File: src/design/mbm_fifo.sv
// Small register queue; the depth must be a power of two.
module mbm_fifo #(
	parameter int unsigned WIDTH = 8,
	parameter int unsigned DEPTH = 2
) (
	input  logic                       clk,
	input  logic                       arst_n,
	input  logic                       push,
	input  logic [WIDTH-1:0]           wdata,
	output logic                       full,
	input  logic                       pop,
	output logic [WIDTH-1:0]           rdata,
	output logic                       empty,
	output logic [$clog2(DEPTH+1)-1:0] count
);

	localparam int unsigned PTR_W = $clog2(DEPTH);
	localparam int unsigned CNT_W = $clog2(DEPTH + 1);

	logic [WIDTH-1:0] mem_q [DEPTH];
	logic [PTR_W-1:0] wr_ptr_q;
	logic [PTR_W-1:0] rd_ptr_q;
	logic [CNT_W-1:0] count_q;
	logic             do_push;
	logic             do_pop;

	assign full = (count_q == CNT_W'(DEPTH));
	assign empty = (count_q == '0);
	assign do_push = push && !full;
	assign do_pop = pop && !empty;
	assign rdata = mem_q[rd_ptr_q];
	assign count = count_q;

	always_ff @(posedge clk) begin
		if (do_push) begin
			mem_q[wr_ptr_q] <= wdata;
		end
	end

	always_ff @(posedge clk or negedge arst_n) begin
		if (!arst_n) begin
			wr_ptr_q <= '0;
			rd_ptr_q <= '0;
			count_q <= '0;
		end else begin
			if (do_push) begin
				wr_ptr_q <= wr_ptr_q + PTR_W'(1);
			end
			if (do_pop) begin
				rd_ptr_q <= rd_ptr_q + PTR_W'(1);
			end
			if (do_push && !do_pop) begin
				count_q <= count_q + CNT_W'(1);
			end else if (do_pop && !do_push) begin
				count_q <= count_q - CNT_W'(1);
			end
		end
	end

endmodule

File: config.mk
export PLATFORM = sky130hd
export DESIGN_NAME = mbm_fifo
export DESIGN_NICKNAME = d
export VERILOG_FILES = /design/src/design/mbm_fifo.sv
export SDC_FILE = /design/constraint.sdc
export NUM_CORES = 1
export LEC_CHECK = 0
export ABC_AREA = 1
export BUFFER_PORTS_ARGS = -buffer_cell sky130_fd_sc_hd__buf_2
export CAP_MARGIN = 0
export CORE_MARGIN = 2
export CORE_UTILIZATION = 52
export CTS_CLUSTER_DIAMETER = 100
export DETAILED_ROUTE_END_ITERATION = 10
export PLACE_DENSITY = 0.78
export SLEW_MARGIN = 20
export SYNTH_ARGS = -nofsm -noshare
export SYNTH_HDL_FRONTEND = slang
export SYNTH_SLANG_ARGS = --single-unit
File: constraint.sdc
create_clock -name clk -period 4.11 [get_ports clk]
set_input_delay 0.2055 -clock clk [delete_from_list [all_inputs] [get_ports clk]]
set_output_delay 0.2055 -clock clk [all_outputs]
set_load 0.01 [all_outputs]
==> impl_metrics.env <==
export IMPL_antenna_found_initial=0
export IMPL_synth_top_cells_by_area="edfxtp_1, nand2_1, dfrtp_1, inv_1, ha_1"
export IMPL_final_cell_area_um2=976
export IMPL_tns_ns=0
export IMPL_place_hpwl_um=1090
export IMPL_slowest_delay_ns=0.51
export IMPL_routed_wl_um=1450
export IMPL_cp_required_ns=4.05
export IMPL_clock_sinks=20
export IMPL_critical_path_class="flop to flop"
export IMPL_synth_top_area_cell="edfxtp_1"
export IMPL_clk_pin_slew_ns=0.11
export IMPL_synthCells=73
export IMPL_design_core_area_mm2=0.00149
export IMPL_place_congestion=0.887
export IMPL_avgRoutedWirePerCell_um=12.5
export IMPL_drive_gt1_frac=0.290
export IMPL_clock_path_buffers=2
export IMPL_hold_class="input port to flop"
export IMPL_syn_num_nets=86
export IMPL_grt_pass1_wl_um=2230
export IMPL_period_minus_slack_ns=1.54
export IMPL_fin_skew_ns=0.00420
export IMPL_crit_path_start_kind="flop"
export IMPL_fin_nets=114
export IMPL_crit_family="simple AND/OR/NAND/NOR gates"
export IMPL_crit_chain="o21ai_0 -> nor2_1"
export IMPL_fin_cells=116
export IMPL_avgViaCountPerCell=4.90
export IMPL_cts_root_buf="clkbuf_4"
export IMPL_drt_iter0_drc=15
export IMPL_dp_slack_ns=2.59
export IMPL_clk_latency_ns=0.29
export IMPL_synth_most_common_cell="nand2_1"
export IMPL_power_density_mw_per_mm2=691
export IMPL_setup_viol_count_final=0
export IMPL_slew_viol_final=0
export IMPL_synth_warnings=0
export IMPL_status="completed"
export IMPL_diodes=0
export IMPL_fin_ws_ns=2.57
export IMPL_synth_seq_cells=20
export IMPL_crit_path_end_kind="flop"
export IMPL_place_port_buffers=23
export IMPL_yosysSeqAreaShare=0.717
export IMPL_synth_top_area_share=0.594
export IMPL_cts_tree="built"
export IMPL_synth_main_ff_cell="edfxtp_1"
export IMPL_slowest_stage="nor2_1"
export IMPL_dr_total_vias=568
export IMPL_grt_pass1_vias=526
export IMPL_leakagePower_nw=0.472
export IMPL_worst_slew_pin_slew_ns=0.622
export IMPL_maxCapViolations=0
export IMPL_drc_errors=0
export IMPL_worstPathArrival_ns=1.48
export IMPL_grt_max_degree=12
export IMPL_max_freq_mhz=649
export IMPL_cts_buffers=3
export IMPL_die_width_um=43.5
export IMPL_die_h_um=43.5
export IMPL_syn2layout_area_growth_pct=20.6
export IMPL_first_pass_iters=4
export IMPL_hold_ws_ns=0.0944
export IMPL_grt_overflow=0
export IMPL_async_flop_share=0.200
export IMPL_initial_core_util=0.544
export IMPL_syn_area_um2=810
export IMPL_synth_avg_cell_area_um2=11.1
export IMPL_io_pins=24
export IMPL_die_area_mm2=0.00189
export IMPL_timing_slew_headroom=0.584
export IMPL_htreeDepth=1
export IMPL_rsz0062_at_grt="false"
export IMPL_crit_fanout=8
export IMPL_final_antenna_net_count=0
export IMPL_period_share=0.375
export IMPL_hold_viol_final=0
export IMPL_grtUsageTotal=0.164
export IMPL_synth_edff_count=16
export IMPL_dp_cells=111
export IMPL_synth_common_cells="nand2_1, edfxtp_1, inv_1, dfrtp_1"
export IMPL_ir_drop_mv=0.424
export IMPL_fp_row_count=14
export IMPL_placed_area_um2=940
export IMPL_timing_critical_path_buf_inv=0
export IMPL_yosysUniqueCellTypes=14
worst register-to-register path, stage by stage, from the launching register on:
cell and delay (ns):
dfrtp_1 0.50, o21ai_0 0.18, nor2_1 0.51
area by class of cell:
cell class | count | area [um^2]
clock buffer | 4 | 26.3
fill | 117 | 513
inverter | 8 | 30.0
multi-input combinational | 44 | 194
sequential | 20 | 581
tap | 16 | 20.0
timing repair buffer | 24 | 125
path summary, 6_finish.rpt:
check	cells past startpoint	from	slack, ns	end
setup / recovery	2	count[0]$_DFFE_PN0P_	2.57	mem_q[1][7]$_DFFE_PP_
hold / removal	1	wdata[3]	0.09	mem_q[0][3]$_DFFE_PP_
setup reg to reg	2	count[0]$_DFFE_PN0P_	2.57	mem_q[1][7]$_DFFE_PP_
hold reg to reg	2	wr_ptr_q$_DFFE_PN0N_	0.50	wr_ptr_q$_DFFE_PN0N_
max in group asynchronous	2	arst_n	3.76	rd_ptr_q$_DFFE_PN0P_
min in group asynchronous	2	arst_n	0.23	count[1]$_DFFE_PN0P_
report_power, final:
group | internal (mW) | leakage (nW) | total, mW | switching [mW]
clock | 0.0377 | 0.0150 | 0.0939 | 0.0561
combinational | 0.0969 | 0.260 | 0.257 | 0.160
sequential | 0.281 | 0.197 | 0.324 | 0.0422
per-stage QoR:
stage	total power [mW]	utilization
CTS	0.679	0.655
finish	0.674	0.655
global route	0.717	0.655
detailed placement	0.586	0.631
floorplan	0.484	-
global placement	0.572	0.631
cell usage in the layout (no fill, tap or decap):
| cell | instances |
|---|---|
| inv_1 | 7 |
| ha_1 | 1 |
| nand4_1 | 1 |
| nor2_1 | 2 |
| clkbuf_1 | 1 |
| inv_2 | 1 |
| edfxtp_1 | 16 |
| nand3_1 | 1 |
| dlygate4sd3_1 | 1 |
| clkbuf_4 | 3 |
| buf_2 | 23 |
| dfrtp_1 | 4 |
| nand2_1 | 33 |
| nor2_2 | 2 |
| o21ai_0 | 2 |
| nand3b_1 | 1 |
| xnor2_1 | 1 |
metal layers:
layer / routed length [um] / share of wire / up-vias / track usage
li1: - / - / 291 / -
met1: 616 / 0.43 / 252 / 0.199
met2: 735 / 0.51 / 21 / 0.281
met3: 76 / 0.052 / 4 / 0.0375
met4: 21 / 0.014 / 0 / 0.0727
met5: 0 / 0 / - / 0
cell families after synthesis:
group | synth area share
buffers and inverters | 0.0433
AO/OA/AOI/OAI | 0.0124
adder cells (fa/ha/maj) | 0.0155
XOR/XNOR | 0.0108
flip-flops | 0.717
AND/OR/NAND/NOR | 0.201
registers in the layout, summed over array words and instances, names as in the netlist:
| name | flops |
|---|---|
| mem_q | 16 |
| count | 2 |
| wr_ptr_q | 1 |
| rd_ptr_q | 1 |
timing repair:
item                                   4_1_cts  5_1_grt
buffers inserted                             0        0
hold buffers                                 1        0
resized for setup                            0        0
setup endpoints to repair                    0        0
endpoints found under the hold margin        4        0
(Power assumes the default switching activity.)
