$ cat config.mk
export PLATFORM = sky130hd
export DESIGN_NAME = mbm_front
export DESIGN_NICKNAME = d
export VERILOG_FILES = /design/src/design/mbm_pkg.sv /design/src/design/mbm_front.sv
export SDC_FILE = /design/constraint.sdc
export NUM_CORES = 1
export LEC_CHECK = 0
export BUFFER_PORTS_ARGS = -buffer_cell sky130_fd_sc_hd__buf_2
export CORE_UTILIZATION = 38
export DETAILED_ROUTE_END_ITERATION = 12
export PLACE_DENSITY_LB_ADDON = 0.12
export SLEW_MARGIN = 10
export SYNTH_ARGS = -nofsm -noshare
export SYNTH_HDL_FRONTEND = slang
export SYNTH_SLANG_ARGS = --single-unit
$ cat constraint.sdc
create_clock -name clk -period 2.79 [get_ports clk]
set_clock_uncertainty 0.1 [all_clocks]
set_input_delay 0.1395 -clock clk [delete_from_list [all_inputs] [get_ports clk]]
set_output_delay 0.1395 -clock clk [all_outputs]
set_load 0.01 [all_outputs]
$ cat src/design/mbm_pkg.sv
// Shared types, address constants and the boot image for the handheld memory bus map.
package mbm_pkg;

	localparam int unsigned ADDR_W = 16;
	localparam int unsigned DATA_W = 8;
	localparam int unsigned STORE_DEPTH = 65536;
	localparam int unsigned BOOT_DEPTH = 256;
	localparam int unsigned CMD_DEPTH_DEF = 2;
	localparam int unsigned OUT_DEPTH_DEF = 4;

	localparam logic [15:0] CART_ROM_END = 16'h7FFF;
	localparam logic [15:0] EXT_RAM_START = 16'hA000;
	localparam logic [15:0] EXT_RAM_END = 16'hBFFF;
	localparam logic [15:0] BOOT_SIZE = 16'h0100;
	localparam logic [15:0] ADDR_ECHO = 16'hE000;
	localparam logic [15:0] ADDR_ECHO_END = 16'hFDFF;
	localparam logic [15:0] ECHO_OFFSET = 16'h2000;
	localparam logic [15:0] ADDR_P1 = 16'hFF00;
	localparam logic [15:0] ADDR_DIV = 16'hFF04;
	localparam logic [15:0] ADDR_TIMA = 16'hFF05;
	localparam logic [15:0] ADDR_IF = 16'hFF0F;
	localparam logic [15:0] ADDR_LY = 16'hFF44;
	localparam logic [15:0] ADDR_BOOT_OFF = 16'hFF50;

	localparam logic [7:0] P1_KEEP_MASK = 8'b0000_1111;
	localparam logic [7:0] P1_SEL_MASK = 8'b0011_0000;
	localparam logic [7:0] P1_FIXED = 8'b1100_0000;

	typedef enum logic [2:0] {
		OP_CPU_READ = 3'd0,
		OP_CPU_WRITE = 3'd1,
		OP_TIMER_WRITE = 3'd2,
		OP_VIDEO_WRITE = 3'd3,
		OP_RAISE_IRQ = 3'd4,
		OP_BOOT_DONE = 3'd5
	} op_t;

	typedef enum logic [2:0] {
		ACT_NONE = 3'd0,
		ACT_RAM_RD = 3'd1,
		ACT_RAM_WR = 3'd2,
		ACT_P1_RD = 3'd3,
		ACT_P1_WR = 3'd4,
		ACT_IF_RD = 3'd5,
		ACT_IF_WR = 3'd6,
		ACT_IF_SET = 3'd7
	} act_t;

	typedef struct packed {
		act_t act;
		logic [15:0] addr;
		logic [7:0] data;
		logic to_cart;
		logic cart_write;
		logic rejected;
	} cmd_t;

	typedef struct packed {
		logic [7:0] read_data;
		logic to_cartridge;
		logic cart_write;
		logic [15:0] cart_address;
		logic [7:0] cart_data;
		logic rejected;
	} res_t;

	localparam logic [7:0] BOOT_ROM [BOOT_DEPTH] = '{
		8'h31,8'hFE,8'hFF,8'hAF,8'h21,8'hFF,8'h9F,8'h32,8'hCB,8'h7C,8'h20,8'hFB,8'h21,8'h26,8'hFF,8'h0E,
		8'h11,8'h3E,8'h80,8'h32,8'hE2,8'h0C,8'h3E,8'hF3,8'hE2,8'h32,8'h3E,8'h77,8'h77,8'h3E,8'hFC,8'hE0,
		8'h47,8'h11,8'h04,8'h01,8'h21,8'h10,8'h80,8'h1A,8'hCD,8'h95,8'h00,8'hCD,8'h96,8'h00,8'h13,8'h7B,
		8'hFE,8'h34,8'h20,8'hF3,8'h11,8'hD8,8'h00,8'h06,8'h08,8'h1A,8'h13,8'h22,8'h23,8'h05,8'h20,8'hF9,
		8'h3E,8'h19,8'hEA,8'h10,8'h99,8'h21,8'h2F,8'h99,8'h0E,8'h0C,8'h3D,8'h28,8'h08,8'h32,8'h0D,8'h20,
		8'hF9,8'h2E,8'h0F,8'h18,8'hF3,8'h67,8'h3E,8'h64,8'h57,8'hE0,8'h42,8'h3E,8'h91,8'hE0,8'h40,8'h04,
		8'h1E,8'h02,8'h0E,8'h0C,8'hF0,8'h44,8'hFE,8'h90,8'h20,8'hFA,8'h0D,8'h20,8'hF7,8'h1D,8'h20,8'hF2,
		8'h0E,8'h13,8'h24,8'h7C,8'h1E,8'h83,8'hFE,8'h62,8'h28,8'h06,8'h1E,8'hC1,8'hFE,8'h64,8'h20,8'h06,
		8'h7B,8'hE2,8'h0C,8'h3E,8'h87,8'hF2,8'hF0,8'h42,8'h90,8'hE0,8'h42,8'h15,8'h20,8'hD2,8'h05,8'h20,
		8'h4F,8'h16,8'h20,8'h18,8'hCB,8'h4F,8'h06,8'h04,8'hC5,8'hCB,8'h11,8'h17,8'hC1,8'hCB,8'h11,8'h17,
		8'h05,8'h20,8'hF5,8'h22,8'h23,8'h22,8'h23,8'hC9,8'hCE,8'hED,8'h66,8'h66,8'hCC,8'h0D,8'h00,8'h0B,
		8'h03,8'h73,8'h00,8'h83,8'h00,8'h0C,8'h00,8'h0D,8'h00,8'h08,8'h11,8'h1F,8'h88,8'h89,8'h00,8'h0E,
		8'hDC,8'hCC,8'h6E,8'hE6,8'hDD,8'hDD,8'hD9,8'h99,8'hBB,8'hBB,8'h67,8'h63,8'h6E,8'h0E,8'hEC,8'hCC,
		8'hDD,8'hDC,8'h99,8'h9F,8'hBB,8'hB9,8'h33,8'h3E,8'h3C,8'h42,8'hB9,8'hA5,8'hB9,8'hA5,8'h42,8'h4C,
		8'h21,8'h04,8'h01,8'h11,8'hA8,8'h00,8'h1A,8'h13,8'hBE,8'h20,8'hFE,8'h23,8'h7D,8'hFE,8'h34,8'h20,
		8'hF5,8'h06,8'h19,8'h78,8'h86,8'h23,8'h05,8'h20,8'hFB,8'h86,8'h20,8'hFE,8'h3E,8'h01,8'hE0,8'h50
	};

endpackage

$ cat src/design/mbm_front.sv
// Front end: classifies each request by address and operation and tracks boot mode.
module mbm_front (
	input  logic                clk,
	input  logic                arst_n,
	input  logic                cfg_we,
	input  logic                cfg_wdata,
	input  logic                accept,
	input  logic [2:0]          operation,
	input  logic [15:0]         address,
	input  logic [7:0]          write_data,
	input  logic [2:0]          irq_bit,
	input  logic [3:0]          button_row,
	input  logic [3:0]          direction_row,
	output mbm_pkg::cmd_t       cmd
);

	logic        in_boot_q;
	logic        boot_clr;
	logic        in_echo;
	logic        to_cart;
	logic [15:0] echo_addr;

	always_comb begin
		in_echo = (address >= mbm_pkg::ADDR_ECHO) && (address <= mbm_pkg::ADDR_ECHO_END);
		to_cart = ((address <= mbm_pkg::CART_ROM_END)
			|| ((address >= mbm_pkg::EXT_RAM_START) && (address <= mbm_pkg::EXT_RAM_END)))
			&& !(in_boot_q && (address < mbm_pkg::BOOT_SIZE));
		echo_addr = address - mbm_pkg::ECHO_OFFSET;
		boot_clr = 1'b0;
		cmd = '0;
		cmd.act = mbm_pkg::ACT_NONE;
		cmd.addr = address;
		cmd.data = write_data;
		case (mbm_pkg::op_t'(operation))
			mbm_pkg::OP_CPU_READ: begin
				if (in_echo) begin
					cmd.act = mbm_pkg::ACT_RAM_RD;
					cmd.addr = echo_addr;
				end else if (to_cart) begin
					cmd.to_cart = 1'b1;
				end else if (address == mbm_pkg::ADDR_P1) begin
					cmd.act = mbm_pkg::ACT_P1_RD;
					cmd.data = {direction_row, button_row};
				end else if (address == mbm_pkg::ADDR_IF) begin
					cmd.act = mbm_pkg::ACT_IF_RD;
				end else begin
					cmd.act = mbm_pkg::ACT_RAM_RD;
				end
			end
			mbm_pkg::OP_CPU_WRITE: begin
				if (in_echo) begin
					cmd.act = mbm_pkg::ACT_RAM_WR;
					cmd.addr = echo_addr;
				end else if (to_cart) begin
					cmd.to_cart = 1'b1;
					cmd.cart_write = 1'b1;
				end else if ((address == mbm_pkg::ADDR_LY) || (address == mbm_pkg::ADDR_DIV)) begin
					cmd.act = mbm_pkg::ACT_RAM_WR;
					cmd.data = '0;
				end else if (address == mbm_pkg::ADDR_P1) begin
					cmd.act = mbm_pkg::ACT_P1_WR;
				end else if (address == mbm_pkg::ADDR_IF) begin
					cmd.act = mbm_pkg::ACT_IF_WR;
				end else begin
					cmd.act = mbm_pkg::ACT_RAM_WR;
					boot_clr = (address == mbm_pkg::ADDR_BOOT_OFF);
				end
			end
			mbm_pkg::OP_TIMER_WRITE: begin
				if ((address == mbm_pkg::ADDR_DIV) || (address == mbm_pkg::ADDR_TIMA)) begin
					cmd.act = mbm_pkg::ACT_RAM_WR;
				end else begin
					cmd.rejected = 1'b1;
				end
			end
			mbm_pkg::OP_VIDEO_WRITE: begin
				if (address == mbm_pkg::ADDR_LY) begin
					cmd.act = mbm_pkg::ACT_RAM_WR;
				end else begin
					cmd.rejected = 1'b1;
				end
			end
			mbm_pkg::OP_RAISE_IRQ: begin
				cmd.act = mbm_pkg::ACT_IF_SET;
				cmd.data = 8'(1) << irq_bit;
			end
			mbm_pkg::OP_BOOT_DONE: begin
				boot_clr = 1'b1;
			end
			default: begin
				cmd.act = mbm_pkg::ACT_NONE;
			end
		endcase
	end

	always_ff @(posedge clk or negedge arst_n) begin
		if (!arst_n) begin
			in_boot_q <= 1'b1;
		end else if (cfg_we) begin
			in_boot_q <= cfg_wdata;
		end else if (accept && boot_clr) begin
			in_boot_q <= 1'b0;
		end
	end

endmodule

==> metrics.csv, run 1 <==
metric,value,unit
fmax,0.554,GHz
yosysWarnings,0,
grt_pass1_vias,760,
status,"complete, no violations",
top_regs,in_boot_q: 1 flops,
initial_utilization,41.1,%
die-area,2090,sq um
synth_ff_type,dfstp_2,
final_cells,179,
wl_met3,192,um
power.leakage,0.511,nW
final-setup-viol-count,0,
ys_types,39,
postSynthAreaPerCell,7.56,sq um
ctsResizeCount,0,
synth_nets,141,
path_max_fanout,6,
start_kind,input port,
grt.total_usage,18.8,%
hold_viol,0,
top_register,in_boot_q,
drtIter0Drc,22,
largest_reg_flops,1,
die_h,45.7,um
clk_pin_slew,0,ns
synth_edf_count,0,
power.total,0.161,mW
r2r_end,in_boot_q,
fin_util,57.8,%
area_delta_synth_final,40.5,%
final_antenna_net_count,0,
drc,0,
routedWlPerCell,11.5,um
die-width,45.7,um
netlist_area,726,sq um
gr-total-overflow,0,
drtPass1Iterations,4,
reg2reg_slack,1.90,ns
dp_hpwl,1730,um
ys_seq_area_share,3.62,%
reg2reg_depth,2,
worstMarginPinSlew,0.357,ns
rows,15,
timing.rr.start,in_boot_q,
via_per_inst,5.46,
slew-limit-headroom,76.0,%
vdd_ir_drop_max,0.0955,mV
synthCells,96,
clk_latency,0,ns
final_common_cell,buf_2,
diodes,0,
finalWorstSetupSlack,0.985,ns
startpoint,address[14],
wirelength,2050,um
dp.cells,178,
critPathMaxStageDelay,0.22,ns
max_cap_viol_count,0,
wl_met1,896,um
finalCritPeriodShare,64.7,%
place.gp.congestion,0.880,
synthArstFlopShare,100,%
nNetsFinal,201,
core,1760,sq um
rsz0062_at_grt,false,
crit_top_cell,buf_2,
holdCritPathClass,input port to flip-flop,
critical_path.endpoint,cmd[28],
crit_slowest_cell,and4bb_2,
final_cell_mix,"72 x buf_2, 9 x nor2_1, 8 x a221o_1, 6 x nand2_1, 6 x a22o_1",
period_needed,1.81,ns
cp.arrival,1.57,ns
dpl_worst_slack,1.00,ns
path_cells,buf_2 > inv_1 > ha_1 > and4bb_2 > and4_1 > nor3_2 > nand4_1 > o211ai_1 > buf_2,
antenna_found_initial,0,
io_pins,73,
wl_met2,962,um
slew_violations,0,
grt_max_degree,10,
drive_gt1_share,53.9,%
power.density,158,nW/um^2
end_kind,primary output,
vias,977,
top_layer,met3,
yosys_register_bits,1,
worstPathRequired,2.55,ns
placement.io_buffers,72,
grt_pass1_wl,3090,um
crit_type,input port to primary output,
totalNegativeSetupSlack,0,ns
[Yosys cell counts, types with 2 or more instances]
library cell   n  area [sq um]
nor2_1         9          33.8
and3_1         2          12.5
a22o_1         6          52.6
and4_1         2          17.5
inv_1          4          15.0
a32o_1         2          20.0
a221o_1        8          80.1
buf_4         13          97.6
nor2b_1        2          12.5
nand3_1        3          15.0
ha_1           2          25.0
nor4_4         2          42.5
a31oi_1        2          12.5
nand2_1        6          22.5
o21ai_0        5          25.0
nand4_1        3          18.8
nor3_1         3          15.0
[report_power, final]
part | switching (mW) | internal [mW] | total, mW
clock | 0 | 0 | 0
sequential | 0.000599 | 0.0170 | 0.0176
combinational | 0.0746 | 0.0689 | 0.143
total | 0.0752 | 0.0859 | 0.161
[through the flow]
step | hold WS, ns | area (sq um)
after floorplan | -0.108 | 726
after global placement | -0.0282 | 1010
after detailed placement | -0.0222 | 1010
after CTS | 0.218 | 1020
after global routing | 0.249 | 1020
final | 0.213 | 1020
[cell type report]
type | instances | area [sq um]
tap | 25 | 31.3
sequential | 1 | 26.3
timing repair buffer | 73 | 370
fill | 210 | 744
multi-input combinational | 76 | 577
inverter | 4 | 15.0
[logic make-up after synthesis]
logic type	share of synthesized area (%)
DFF	3.62
and+or+nand+nor	37.9
AOI/OAI and AO/OA	38.1
adders and majority gates	3.45
buffers and inverters	16.9
[worst min path at each step]
stage                      to    from  slack, ns  cells after the start
detailed placement  in_boot_q  arst_n      -0.02                      1
global placement    in_boot_q  arst_n      -0.03                      1
global route        in_boot_q  cfg_we       0.25                      2
floorplan           in_boot_q  arst_n      -0.11                      0
CTS                 in_boot_q  cfg_we       0.22                      2
finish              in_boot_q  cfg_we       0.21                      2
[timing repair]
item | 4_1_cts | 5_1_grt
endpoints found under the hold margin | 1 | 0
buffers inserted | 0 | 0
hold buffers | 1 | 0
[worst max-delay path, delay by kind of cell]
kind / cells / cell delay (ns)
buffers and inverters: 3 / 0.37
AO/OA/AOI/OAI: 1 / 0.11
AND/OR/NAND/NOR: 4 / 0.77
adder cells (fa/ha/maj): 1 / 0.17
[per-layer routing]
metal	track usage (%)	vias up
met5	0	-
met4	0.588	0
met3	1.19	0
met2	34.3	50
met1	25.2	435
li1	-	492
No activity file was read; power rests on OpenSTA's default activity.
==> inputs of run 2 (changes only) <==
CORE_UTILIZATION = 36   (was 38)
clock period = 1.7 ns   (was 2.79 ns; I/O delays follow)
==> run 2 against run 1 <==
Effect of this change: cell count grew 0.56%; worst hold slack got worse by 0.050 ns; via count is 1.0% higher; sequential share of layout area about the same; global-route usage is 1.5 points lower; power grew 69%; worst setup slack lost 0.92 ns; utilization decreased by 0.37 points; flip-flop and latch count unchanged; cell area grew 1.5%; first-iteration DRC count fell by 14%; largest power group unchanged.
==> metrics.csv, run 2 (same netlist as run 1, synthesis figures left out) <==
metric,value,unit,change
drtPass1Iterations,4,,unchanged
clk_latency,0,ns,unchanged
grt_pass1_wl,2930,um,-5.1%
antenna_found_initial,0,,unchanged
rows,15,,unchanged
die_h,46.9,um,+2.6%
cts_setup_buffers,0,,unchanged
holdCritPathClass,input port to flip-flop,,
final_common_cell,buf_2,,
drc,0,,unchanged
final-setup-viol-count,0,,unchanged
top_register,in_boot_q,,
top_regs,in_boot_q: 1 flops,,
core,1800,sq um,+2.1%
routedWlPerCell,12.3,um,+7.3%
die-width,46.9,um,+2.6%
power.density,263,nW/um^2,+67%
dpl_worst_slack,0.0522,ns,-0.950 ns
period_needed,1.64,ns,
slew_violations,0,,unchanged
initial_utilization,40.3,%,-0.86 points
final_cells,180,,+0.56%
via_per_inst,5.48,,+0.46%
worstMarginPinSlew,0.341,ns,-0.0159 ns
dp_hpwl,1840,um,+6.1%
grt_pass1_vias,711,,-6.4%
nNetsFinal,202,,+0.50%
whs,0.164,ns,-0.0497 ns
stdcell_area,1030,sq um,+1.5%
vdd_ir_drop_max,0.191,mV,+100%
worstPathRequired,1.51,ns,-1.04 ns
timing.rr.start,in_boot_q,,
io_pins,73,,unchanged
drtIter0Drc,19,,-14%
placement.io_buffers,72,,unchanged
diodes,0,,unchanged
end_kind,primary output,,
final_cell_mix,"71 x buf_2, 9 x nor2_1, 8 x a221o_1, 6 x nand2_1, 6 x a22o_1",,
max_cap_viol_count,0,,unchanged
holdPathStages,2,,unchanged
reg2reg_slack,0.79,ns,-1.11 ns
critical_path.endpoint,cmd[7],,
vias,987,,+1.0%
totalNegativeSetupSlack,0,ns,unchanged
path_max_fanout,8,,+2
largest_reg_flops,1,,unchanged
placed_cell_area,1020,sq um,+0.74%
fin_util,57.4,%,-0.37 points
power.leakage,0.518,nW,+1.5%
crit_type,input port to primary output,,
power.total,0.272,mW,+69%
startpoint,address[0],,
n_fill_cell,188,,-10%
dp.cells,179,,+0.56%
place.gp.congestion,0.804,,-8.6%
final_antenna_net_count,0,,unchanged
reg2reg_depth,2,,unchanged
gr-total-overflow,0,,unchanged
hold_viol,0,,unchanged
start_kind,input port,,
finalCritPeriodShare,96.4,%,
grt.total_usage,17.3,%,-1.5 points
area_delta_synth_final,42.6,%,
cp.arrival,1.45,ns,-0.12 ns
status,"complete, no violations",,
drive_gt1_share,55.5,%,+1.6 points
r2r_end,in_boot_q,,
grt_max_degree,10,,unchanged
finalWorstSetupSlack,0.0608,ns,-0.924 ns
slew-limit-headroom,77.0,%,+1.0 points
die-area,2200,sq um,+5.3%
fmax,0.610,GHz,
wirelength,2210,um,+7.9%
clk_pin_slew,0,ns,unchanged
==> run 2: cell count changes in the layout (fill, tap and decap cells not counted), sizes merged <==
cell | before | now
buf | 72 | 73
==> run 2: cell type report <==
class,count,area [sq um],area share (%)
inverters,4,15.0,1.45
multi-input cells,76,582,56.2
flip-flops and latches,1,26.3,2.54
well taps,25,31.3,3.02
repair buffers,74,380,36.8
==> run 2: report_power, final <==
group	total [mW]	switching (mW)	internal (mW)
Sequential	0.0293	0.00133	0.0280
Combinational	0.243	0.127	0.116
Clock	0	0	0
Total	0.272	0.128	0.144
==> run 2: worst min path at each step <==
stage | start | to | slack [ns]
after global routing | cfg_we | in_boot_q | 0.19
after detailed placement | arst_n | in_boot_q | -0.08
final | cfg_we | in_boot_q | 0.16
after global placement | arst_n | in_boot_q | -0.08
after CTS | cfg_we | in_boot_q | 0.17
after floorplan | arst_n | in_boot_q | -0.16
==> run 2: worst max-delay path: stages <==
cell,delay (ns)
buf_2,0.13
nor4_4,0.37
and3_4,0.27
o21ai_4,0.09
a221o_1,0.36
buf_2,0.14
==> run 2: layer usage <==
layer	wire, um	track usage (%)	vias up
li1	-	-	490
met1	930	23.3	458
met2	1160	32.5	39
met3	123	0	0
met4	0	0.571	0
met5	0	0	-
==> run 2: repair_timing <==
item,in CTS,in global routing
setup endpoints to repair,0,4
hold endpoints to repair,1,0
hold buffers,1,0
resized for setup,0,4
==> inputs of run 3 (changes only) <==
CORE_ASPECT_RATIO = 1.1   (was not set)
==> run 3 against run 2 <==
Effect of this change: flip-flop and latch count unchanged; cell area up 1.9%; power up 0.41%; highest routed layer unchanged; worst setup slack better by 0.0038 ns; critical endpoint is now cmd[28]; worst hold slack better by 0.0022 ns; largest power group unchanged; combinational power about the same; first-iteration DRC count down 32%.
==> metrics.csv, run 3 (same netlist as run 1, synthesis figures left out) <==
metric,value,unit,change
end_kind,primary output,,
final-setup-viol-count,0,,unchanged
place.gp.congestion,0.834,,+3.7%
hold_viol,0,,unchanged
clk_pin_slew,0,ns,unchanged
core,1840,sq um,+2.2%
worstPathRequired,1.51,ns,about the same
worstMarginPinSlew,0.447,ns,+0.106 ns
drc,0,,unchanged
drtIter0Drc,13,,-6
drtPass1Iterations,4,,unchanged
slew_violations,0,,unchanged
power.leakage,0.520,nW,+0.32%
dpl_worst_slack,0.0591,ns,+0.00697 ns
grt_pass1_wl,3410,um,+16%
die_h,49.1,um,+4.7%
top_register,in_boot_q,,
antenna_found_initial,0,,unchanged
gr-total-overflow,0,,unchanged
cp.arrival,1.45,ns,about the same
final_cells,182,,+1.1%
clk_latency,0,ns,unchanged
via_per_inst,5.39,,-1.7%
dp_hpwl,1760,um,-4.2%
top_regs,in_boot_q: 1 flops,,
final_cell_mix,"71 x buf_2, 9 x nor2_1, 8 x a221o_1, 6 x nand2_1, 6 x a22o_1",,
io_pins,73,,unchanged
wirelength,2160,um,-2.4%
totalNegativeSetupSlack,0,ns,unchanged
fin_util,57.3,%,-0.16 points
initial_utilization,39.4,%,-0.88 points
whs,0.166,ns,+0.00217 ns
grt_pass1_vias,809,,+14%
largest_reg_flops,1,,unchanged
start_kind,input port,,
power.density,259,nW/um^2,-1.5%
status,"complete, no violations",,
crit_type,input port to primary output,,
finalCritPeriodShare,96.2,%,-0.22 points
die-area,2200,sq um,about the same
grt_max_degree,10,,unchanged
area_delta_synth_final,45.3,%,
die-width,44.8,um,-4.4%
rsz0062_at_grt,true,,
nNetsFinal,202,,unchanged
period_needed,1.64,ns,-0.00379 ns
dp.cells,181,,+1.1%
vdd_ir_drop_max,0.184,mV,-4.0%
final_common_cell,buf_2,,
routedWlPerCell,11.9,um,-3.4%
fmax,0.611,GHz,+0.23%
drive_gt1_share,55.5,%,unchanged
max_cap_viol_count,0,,unchanged
grt.total_usage,18.9,%,+1.6 points
n_fill_cell,192,,+2.1%
vias,981,,-0.61%
rows,16,,+1
final_antenna_net_count,0,,unchanged
path_max_fanout,4,,-4
slew-limit-headroom,69.9,%,-7.1 points
finalWorstSetupSlack,0.0646,ns,+0.00379 ns
placement.io_buffers,72,,unchanged
holdCritPathClass,input port to flip-flop,,
diodes,0,,unchanged
run 3: repair_timing:
action	CTS	global route
endpoints found under the setup margin	0	9
buffers inserted	0	0
endpoints found under the hold margin	1	0
gates resized for setup	0	7
hold buffers	1	0
run 3: per-stage QoR:
step | instance area [sq um] | power [mW]
floorplan | 726 | 0.164
global placement | 1020 | 0.262
CTS | 1030 | 0.270
detailed placement | 1020 | 0.267
global route | 1050 | 0.298
finish | 1050 | 0.274
run 3: critical path, cell delays in order:
cell      delay [ns]
buf_2           0.09
inv_1           0.06
ha_1            0.18
and4bb_2        0.23
and4_4          0.19
nor3_4          0.23
nand4_1         0.12
o211ai_1        0.11
buf_2           0.16
run 3: area by class of cell:
type	count	area (sq um)	area share [%]
well taps	27	33.8	3.20
flip-flops and latches	1	26.3	2.49
inverters	4	15.0	1.42
multi-input cells	76	596	56.5
repair buffers	74	384	36.4
run 3: report_power, final:
| part | leakage [nW] | switching [mW] | internal (mW) |
|---|---|---|---|
| logic | 0.510 | 0.128 | 0.116 |
| registers | 0.0105 | 0.00102 | 0.0279 |
| clock network | 0 | 0 | 0 |
| total | 0.520 | 0.129 | 0.144 |
run 3: final timing paths:
| path | start | to | slack [ns] | cells past startpoint |
|---|---|---|---|---|
| worst max-delay path | address[14] | cmd[28] | 0.06 | 9 |
| worst min-delay path | cfg_we | in_boot_q | 0.17 | 2 |
| worst max register to register | in_boot_q | in_boot_q | 0.80 | 2 |
| worst min register to register | in_boot_q | in_boot_q | 0.39 | 2 |
| max in group asynchronous | arst_n | in_boot_q | 1.02 | 2 |
| min in group asynchronous | arst_n | in_boot_q | 0.46 | 2 |
run 3: metal layers:
metal / track usage [%] / up-vias / part of all wire, %
li1: - / 493 / -
met1: 25.2 / 435 / 43
met2: 35.0 / 53 / 49
met3: 0.370 / 0 / 7.7
met4: 0 / 0 / 0
met5: 0 / - / 0
